--- src/hdl/lpdd_pkg.sv ---
// Package for the light pulse duration detector: sizes, codes and the
// structs passed between its modules. No dependencies.
package lpdd_pkg;

   localparam int MAX_EVENTS   = 64;
   localparam int SAMPLE_WIDTH = 12;
   localparam int COUNT_W      = $clog2(MAX_EVENTS + 1);

   localparam int SAMPLE_W    = 12;
   localparam int TIME_W      = 32;
   localparam int THRESHOLD_W = 12;
   localparam int TIMEOUT_W   = 16;
   localparam int OUT_COUNT_W = 7;
   localparam int CSR_ADDR_W  = 1;
   localparam int CSR_DATA_W  = 16;

   localparam logic [SAMPLE_W-1:0] SAMPLE_MASK = SAMPLE_W'((1 << SAMPLE_WIDTH) - 1);

   localparam logic [THRESHOLD_W-1:0] THRESHOLD_RESET = '0;
   localparam logic [TIMEOUT_W-1:0]   TIMEOUT_RESET   = TIMEOUT_W'(3000);

   typedef enum logic [CSR_ADDR_W-1:0] {
      REG_LIGHT_THRESHOLD = 1'b0,
      REG_IDLE_TIMEOUT    = 1'b1
   } reg_index_type;

   typedef enum logic [1:0] {
      KIND_PAUSE_END = 2'd0,
      KIND_FLASH_END = 2'd1,
      KIND_SEQ_TIMEOUT = 2'd2,
      KIND_SEQ_FULL    = 2'd3
   } event_kind_type;

   typedef struct packed {
      logic [THRESHOLD_W-1:0] light_threshold;
      logic [TIMEOUT_W-1:0]   idle_timeout_ms;
   } cfg_type;

   typedef struct packed {
      logic               is_idle;
      logic               edge_seen;
      logic [TIME_W-1:0]  edge_time;
      logic [TIME_W-1:0]  last_edge_stamp;
      logic [COUNT_W-1:0] entry_total;
   } state_type;

   typedef struct packed {
      logic                   valid;
      event_kind_type         kind;
      logic [TIME_W-1:0]      span_ms;
      logic [OUT_COUNT_W-1:0] recorded_count;
   } result_type;

endpackage

--- src/hdl/light_pulse_duration_detector_unit.sv ---
// Light pulse duration detector, top level.
// Uses lpdd_pkg, lpdd_csr and lpdd_step.
//
// Each req beat carries one sensor sample and its millisecond timestamp.
// A sample below the light threshold is light, above it is dark. The block
// emits a rsp beat when a pause or a flash ends, and when a sequence ends by
// idle timeout (if anything was recorded) or because the entry table is full.
// Many samples produce no rsp beat at all.
// The csr port writes the threshold and the idle timeout; write it only while
// no beat is in flight.
// A sample is taken into an input register, evaluated by one level of compare
// and subtract logic, and its result lands in the output register. One beat
// is taken every cycle while rsp does not stall.
// While rsp waits on rsp_tready, the input register still takes one more
// beat; further req beats then stall until the result is taken. Samples that
// produce no result keep moving only while the output register is free.
// A synchronous reset empties both registers, restores the register reset
// values and starts a fresh sequence.
module light_pulse_duration_detector_unit (
   input  logic                            clock,
   input  logic                            reset,
   input  logic                            csr_we,
   input  logic [lpdd_pkg::CSR_ADDR_W-1:0] csr_index,
   input  logic [lpdd_pkg::CSR_DATA_W-1:0] csr_wdata,
   input  logic                            req_tvalid,
   output logic                            req_tready,
   // Fields from bit 0: sample [11:0], now_ms [43:12], zero fill [47:44].
   input  logic [47:0]                     req_tdata,
   output logic                            rsp_tvalid,
   input  logic                            rsp_tready,
   // Fields from bit 0: span_ms [31:0], recorded_count [38:32], zero fill [39].
   output logic [39:0]                     rsp_tdata,
   // Fields from bit 0: event_kind [1:0].
   output logic [1:0]                      rsp_tuser
);

   lpdd_pkg::cfg_type    cfg;
   lpdd_pkg::state_type  st_ff;
   lpdd_pkg::state_type  st_in;
   lpdd_pkg::result_type res;

   logic                          in_valid_ff;
   logic                          in_valid_in;
   logic [lpdd_pkg::SAMPLE_W-1:0] in_sample_ff;
   logic [lpdd_pkg::TIME_W-1:0]   in_now_ff;
   logic                          rsp_valid_ff;
   logic                          rsp_valid_in;
   logic [1:0]                    rsp_kind_ff;
   logic [lpdd_pkg::TIME_W-1:0]   rsp_span_ff;
   logic [lpdd_pkg::OUT_COUNT_W-1:0] rsp_count_ff;
   logic                          advance;
   logic                          req_take;

   lpdd_csr u_csr (
      .clock     (clock),
      .reset     (reset),
      .csr_we    (csr_we),
      .csr_index (csr_index),
      .csr_wdata (csr_wdata),
      .cfg       (cfg)
   );

   lpdd_step u_step (
      .cfg     (cfg),
      .st      (st_ff),
      .sample  (in_sample_ff),
      .now_ms  (in_now_ff),
      .st_next (st_in),
      .res     (res)
   );

   assign advance    = in_valid_ff && (!rsp_valid_ff || rsp_tready);
   assign req_tready = !in_valid_ff || advance;
   assign req_take   = req_tvalid && req_tready;

   always_comb begin
      in_valid_in = in_valid_ff;
      if (req_take) begin
         in_valid_in = 1'b1;
      end else if (advance) begin
         in_valid_in = 1'b0;
      end
      rsp_valid_in = rsp_valid_ff;
      if (advance) begin
         rsp_valid_in = res.valid;
      end else if (rsp_tready) begin
         rsp_valid_in = 1'b0;
      end
   end

   always_ff @(posedge clock) begin
      if (reset) begin
         in_valid_ff           <= 1'b0;
         rsp_valid_ff          <= 1'b0;
         st_ff.is_idle         <= 1'b1;
         st_ff.edge_seen       <= 1'b0;
         st_ff.edge_time       <= '0;
         st_ff.last_edge_stamp <= '0;
         st_ff.entry_total     <= '0;
      end else begin
         in_valid_ff  <= in_valid_in;
         rsp_valid_ff <= rsp_valid_in;
         if (advance) begin
            st_ff <= st_in;
         end
      end
   end

   always_ff @(posedge clock) begin
      if (req_take) begin
         in_sample_ff <= req_tdata[lpdd_pkg::SAMPLE_W-1:0];
         in_now_ff    <= req_tdata[lpdd_pkg::SAMPLE_W +: lpdd_pkg::TIME_W];
      end
      if (advance && res.valid) begin
         rsp_kind_ff  <= res.kind;
         rsp_span_ff  <= res.span_ms;
         rsp_count_ff <= res.recorded_count;
      end
   end

   assign rsp_tvalid = rsp_valid_ff;
   assign rsp_tdata  = {1'b0, rsp_count_ff, rsp_span_ff};
   assign rsp_tuser  = rsp_kind_ff;

endmodule

--- src/hdl/lpdd_csr.sv ---
// Configuration registers of the light pulse duration detector.
// Depends on lpdd_pkg.
module lpdd_csr (
   input  logic                            clock,
   input  logic                            reset,
   input  logic                            csr_we,
   input  logic [lpdd_pkg::CSR_ADDR_W-1:0] csr_index,
   input  logic [lpdd_pkg::CSR_DATA_W-1:0] csr_wdata,
   output lpdd_pkg::cfg_type               cfg
);

   lpdd_pkg::cfg_type cfg_ff;
   lpdd_pkg::cfg_type cfg_in;

   always_comb begin
      cfg_in = cfg_ff;
      if (csr_we) begin
         case (lpdd_pkg::reg_index_type'(csr_index))
            lpdd_pkg::REG_LIGHT_THRESHOLD:
               cfg_in.light_threshold = csr_wdata[lpdd_pkg::THRESHOLD_W-1:0];
            lpdd_pkg::REG_IDLE_TIMEOUT:
               cfg_in.idle_timeout_ms = csr_wdata[lpdd_pkg::TIMEOUT_W-1:0];
            default: cfg_in = cfg_ff;
         endcase
      end
   end

   always_ff @(posedge clock) begin
      if (reset) begin
         cfg_ff.light_threshold <= lpdd_pkg::THRESHOLD_RESET;
         cfg_ff.idle_timeout_ms <= lpdd_pkg::TIMEOUT_RESET;
      end else begin
         cfg_ff <= cfg_in;
      end
   end

   assign cfg = cfg_ff;

endmodule

--- src/hdl/lpdd_step.sv ---
// Per-sample decision logic: edge detection, span, sequence end.
// Purely combinational; depends on lpdd_pkg.
module lpdd_step (
   input  lpdd_pkg::cfg_type                 cfg,
   input  lpdd_pkg::state_type               st,
   input  logic [lpdd_pkg::SAMPLE_W-1:0]     sample,
   input  logic [lpdd_pkg::TIME_W-1:0]       now_ms,
   output lpdd_pkg::state_type               st_next,
   output lpdd_pkg::result_type              res
);

   logic [lpdd_pkg::SAMPLE_W-1:0]  sample_m;
   logic                           is_light;
   logic                           is_dark;
   logic                           full;
   logic [lpdd_pkg::TIME_W-1:0]    span;
   logic [lpdd_pkg::TIME_W-1:0]    idle_time;
   logic [lpdd_pkg::COUNT_W-1:0]   count_inc;

   assign sample_m  = sample & lpdd_pkg::SAMPLE_MASK;
   assign is_light  = sample_m < cfg.light_threshold;
   assign is_dark   = sample_m > cfg.light_threshold;
   assign full      = st.entry_total >= lpdd_pkg::COUNT_W'(lpdd_pkg::MAX_EVENTS);
   assign span      = now_ms - st.edge_time;
   assign idle_time = now_ms - st.last_edge_stamp;
   assign count_inc = st.entry_total + lpdd_pkg::COUNT_W'(1);

   always_comb begin
      st_next            = st;
      res.valid          = 1'b0;
      res.kind           = lpdd_pkg::KIND_PAUSE_END;
      res.span_ms        = span;
      res.recorded_count = lpdd_pkg::OUT_COUNT_W'(count_inc);
      if (full) begin
         res.valid                = 1'b1;
         res.kind                 = lpdd_pkg::KIND_SEQ_FULL;
         res.span_ms              = '0;
         res.recorded_count       = lpdd_pkg::OUT_COUNT_W'(st.entry_total);
         st_next.entry_total      = '0;
         st_next.is_idle          = 1'b1;
         st_next.edge_seen        = 1'b0;
         st_next.edge_time        = '0;
         st_next.last_edge_stamp  = now_ms;
      end else if (st.is_idle && is_light) begin
         res.valid               = st.edge_seen;
         res.kind                = lpdd_pkg::KIND_PAUSE_END;
         if (st.edge_seen) begin
            st_next.entry_total = count_inc;
         end
         st_next.edge_time       = now_ms;
         st_next.edge_seen       = 1'b1;
         st_next.is_idle         = 1'b0;
         st_next.last_edge_stamp = now_ms;
      end else if (!st.is_idle && is_dark) begin
         res.valid               = 1'b1;
         res.kind                = lpdd_pkg::KIND_FLASH_END;
         st_next.entry_total     = count_inc;
         st_next.edge_time       = now_ms;
         st_next.edge_seen       = 1'b1;
         st_next.is_idle         = 1'b1;
         st_next.last_edge_stamp = now_ms;
      end else if (st.is_idle &&
                   idle_time > lpdd_pkg::TIME_W'(cfg.idle_timeout_ms)) begin
         // A flash that just ended leaves zero idle time, so only a quiet
         // idle sample can reach the timeout.
         res.valid               = st.entry_total != '0;
         res.kind                = lpdd_pkg::KIND_SEQ_TIMEOUT;
         res.span_ms             = '0;
         res.recorded_count      = lpdd_pkg::OUT_COUNT_W'(st.entry_total);
         st_next.entry_total     = '0;
         st_next.is_idle         = 1'b1;
         st_next.edge_seen       = 1'b0;
         st_next.edge_time       = '0;
         st_next.last_edge_stamp = now_ms;
      end
   end

endmodule

--- config.mk ---
export PLATFORM = sky130hd
export DESIGN_NAME = light_pulse_duration_detector_unit
export DESIGN_NICKNAME = d
export VERILOG_FILES = /design/src/hdl/lpdd_pkg.sv /design/src/hdl/light_pulse_duration_detector_unit.sv /design/src/hdl/lpdd_csr.sv /design/src/hdl/lpdd_step.sv
export SDC_FILE = /design/constraint.sdc
export NUM_CORES = 1
export LEC_CHECK = 0
export ABC_AREA = 1
export BUFFER_PORTS_ARGS = -buffer_cell sky130_fd_sc_hd__buf_2
export CORE_ASPECT_RATIO = 0.75
export CORE_MARGIN = 8
export CORE_UTILIZATION = 62
export CTS_CLUSTER_DIAMETER = 40
export DETAILED_ROUTE_END_ITERATION = 8
export GPL_ROUTABILITY_DRIVEN = 0
export MAX_ROUTING_LAYER = met4
export PLACE_DENSITY = 0.94
export SYNTH_ARGS = -nofsm -noshare
export SYNTH_HDL_FRONTEND = slang
export SYNTH_HIERARCHICAL = 1
export SYNTH_SLANG_ARGS = --single-unit
--- constraint.sdc ---
create_clock -name clock -period 6.2 [get_ports clock]
set_clock_uncertainty 0.15 [all_clocks]
set_input_delay 1.24 -clock clock [delete_from_list [all_inputs] [get_ports clock]]
set_output_delay 1.24 -clock clock [all_outputs]
set_load 0.03 [all_outputs]
==> impl_metrics.py <==
metrics = {
    "outcome": {
        "status": "complete, no violations",
    },
    "clock_tree": {
        "cts_root_buffer": "clkbuf_16",
        "cts_sinks": 188,
        "clk_path_buf_depth": 2,
        "post_cts_resized": 0,
        "cts_buffers": 17,
        "post_cts_buffers": 0,
        "cts_hold_buf": 0,
        "clkLatencyLatePin_ns": 0.45,
        "cts_tree": "yes",
        "clk_pin_slew_ns": 0.09,
        "h-tree-depth": 4,
    },
    "timing": {
        "finalMaxSlewViolations": 0,
        "whs_ns": 0.3349,
        "finalCritPeriodShare_pct": 87.15,
        "setup_viol": 0,
        "finalHoldViolations": 0,
        "slew_headroom_pct": 22.02,
        "max_freq_mhz": 185.1,
        "tightestPinTransition_ns": 1.170,
        "finalSetupTns_ns": 0,
        "finalCriticalPeriod_ns": 5.403,
        "worst_slack_ns": 0.7965,
        "rsz0062_at_grt": "false",
    },
    "worst_setup_path": {
        "crit_required_ns": 6.42,
        "cp_common_cell": "nand2_1",
        "endpoint_kind": "flop",
        "cpMaxStageDelayCell": "buf_4",
        "cp.arrival_ns": 5.62,
        "critPathKind": "flop to flop",
        "crit_family": "simple AND/OR/NAND/NOR gates",
        "critical_path.max_fanout": 64,
        "critPathMaxStageDelay_ns": 0.66,
        "critPathBufInv": 4,
        "setup.worst_path.start_class": "flop",
    },
    "final_layout": {
        "n_fill_cell": 1680,
        "fin_nets": 2254,
        "syn_to_final_growth_pct": 7.930,
        "antenna_cells": 0,
        "mostFrequentLayoutCell": "nand2_1",
        "final_layout_size_suffix_gt1_share_pct": 12.23,
        "layout_common_cells": "nand2_1 (497), inv_1 (351), nor2_1 (205)",
        "layoutNonFillerInstCount": 2396,
    },
    "synthesis": {
        "synth_edf_count": 85,
        "synth.avg_cell_area_sq_um": 6.848,
        "synthCells": 2032,
        "yosys_warnings": 6,
        "synth_area_sq_um": 13920,
        "synth_seq_cells": 188,
        "async_flop_share_pct": 0,
        "ys_types": 53,
        "ys_top_cells_by_area": "edfxtp_1 (18%), dfxtp_1 (15%), nand2_1 (13%)",
        "synth_flop_cell": "dfxtp_1",
        "synthesis.nets": 2197,
        "synth_top_area_share_pct": 18.34,
        "ys_seq_area_share_pct": 33.16,
        "yosysTopAreaCell": "edfxtp_1",
    },
    "floorplan": {
        "rows": 47,
        "floorplan.initialDensity_pct": 63.10,
        "io_pins": 114,
        "dieArea_sq_um": 27540,
        "core_area_sq_um": 22050,
        "die_width_um": 189.0,
        "die_h_um": 145.7,
    },
    "drt": {
        "dr.pass1.iters": 6,
        "routedWlPerCell_um": 15.36,
        "initialDrtViolationCount": 1779,
        "vias": 13550,
        "ant_nets": 0,
        "drt-total-wl_um": 36810,
        "drcViolationCount": 0,
        "viasPerCell": 5.654,
    },
    "power": {
        "power_mw": 3.854,
        "powerDensity_nw_per_um2": 256.6,
        "ir_drop_v": 0.0002006,
        "leakage_nw": 7.388,
    },
    "placed_design": {
        "place_inst": 2364,
        "dp_slack_ns": 1.170,
        "place_hpwl_um": 26500,
        "io_buffers": 108,
    },
    "global_routing": {
        "track_usage_pct": 26.76,
        "grt_pass1_vias": 12510,
        "grt_max_degree": 119,
        "antenna_found_initial": 1,
        "grt_pass1_wl_um": 59830,
        "grt_remaining_overflow": 0,
    },
    "hold_path": {
        "hp-class": "flop to flop",
    },
    "run": {
        "cap_violations": 0,
    },
}
## area by class of cell
| cell class | instances | area, sq um | area share [%] |
|---|---|---|---|
| timing repair buffer | 115 | 593.1 | 3.949 |
| sequential | 188 | 4618 | 30.75 |
| clock inverter | 15 | 192.7 | 1.283 |
| tap | 294 | 367.9 | 2.449 |
| multi-input combinational | 1394 | 7421 | 49.41 |
| inverter | 373 | 1401 | 9.330 |
| clock buffer | 17 | 425.4 | 2.832 |
## cell families after synthesis
kind of cell,count (synthesis),share of synthesized area (%)
and+or+nand+nor,930,28.64
buffers and inverters,450,13.60
AOI/OAI and AO/OA,322,13.03
DFF,188,33.16
adders and majority gates,95,8.650
xor gates and xnor gates,46,2.895
other,1,0.02695
## synth_stat cells (11+ instances only)
cell	count
inv_1	353
o21ai_2	32
buf_2	38
ha_1	93
o21ai_0	72
dfxtp_1	103
xnor2_1	19
buf_6	12
xor2_1	27
edfxtp_1	85
nor2_4	11
nor2_2	15
nand2_2	20
clkbuf_1	13
nand2_1	497
inv_2	16
nand3_1	143
nor2_1	206
a21oi_1	180
## power by group
| part | internal, mW | leakage (nW) | total, mW | switching (mW) |
|---|---|---|---|---|
| Sequential | 1.40 | 1.67 | 1.48 | 0.0764 |
| Combinational | 0.421 | 5.42 | 1.24 | 0.817 |
| Clock | 0.553 | 0.300 | 1.14 | 0.582 |
| Total | 2.38 | 7.39 | 3.85 | 1.48 |
## path summary, 6_finish.rpt
| check | cells after the start | slack, ns | to | start |
|---|---|---|---|---|
| hold reg to reg | 2 | 0.33 | u_csr/cfg[14] | u_csr/cfg[14] |
| setup / recovery | 28 | 0.80 | st_ff[13] | in_now_ff[14] |
| hold / removal | 2 | 0.33 | u_csr/cfg[14] | u_csr/cfg[14] |
| setup reg to reg | 28 | 0.80 | st_ff[13] | in_now_ff[14] |
## through the flow
stage          cell area [sq um]  util (%)
2_1_floorplan              13920         -
3_3_place_gp               14400     65.31
3_5_place_dp               14400     65.31
4_1_cts                    15020     68.11
5_1_grt                    15020     68.11
6_report                   15020     68.11
## tightest hold or removal path, cell delays in order (launching register included)
cell and delay (ns):
dfxtp_1 0.33, nor2_1 0.04, nor2_1 0.08
## metal layers
metal / routed length, um / GRT usage, % / part of all wire (%)
met1: 15120 / 33.82 / 41
met2: 16310 / 41.19 / 44
met3: 4214 / 6.825 / 11
met4: 1163 / 9.243 / 3.2
met5: 0 / - / 0
## sequential cells by signal, indices dropped and copies added, names as in the netlist
| register | count |
|---|---|
| rsp_count_ff | 7 |
| in_valid_ff | 1 |
| rsp_tvalid | 1 |
| rsp_span_ff | 32 |
| rsp_tuser | 2 |
| u_csr/cfg | 28 |
| in_sample_ff | 12 |
| st_ff | 73 |
| in_now_ff | 32 |
No activity file was read; power rests on OpenSTA's default activity.
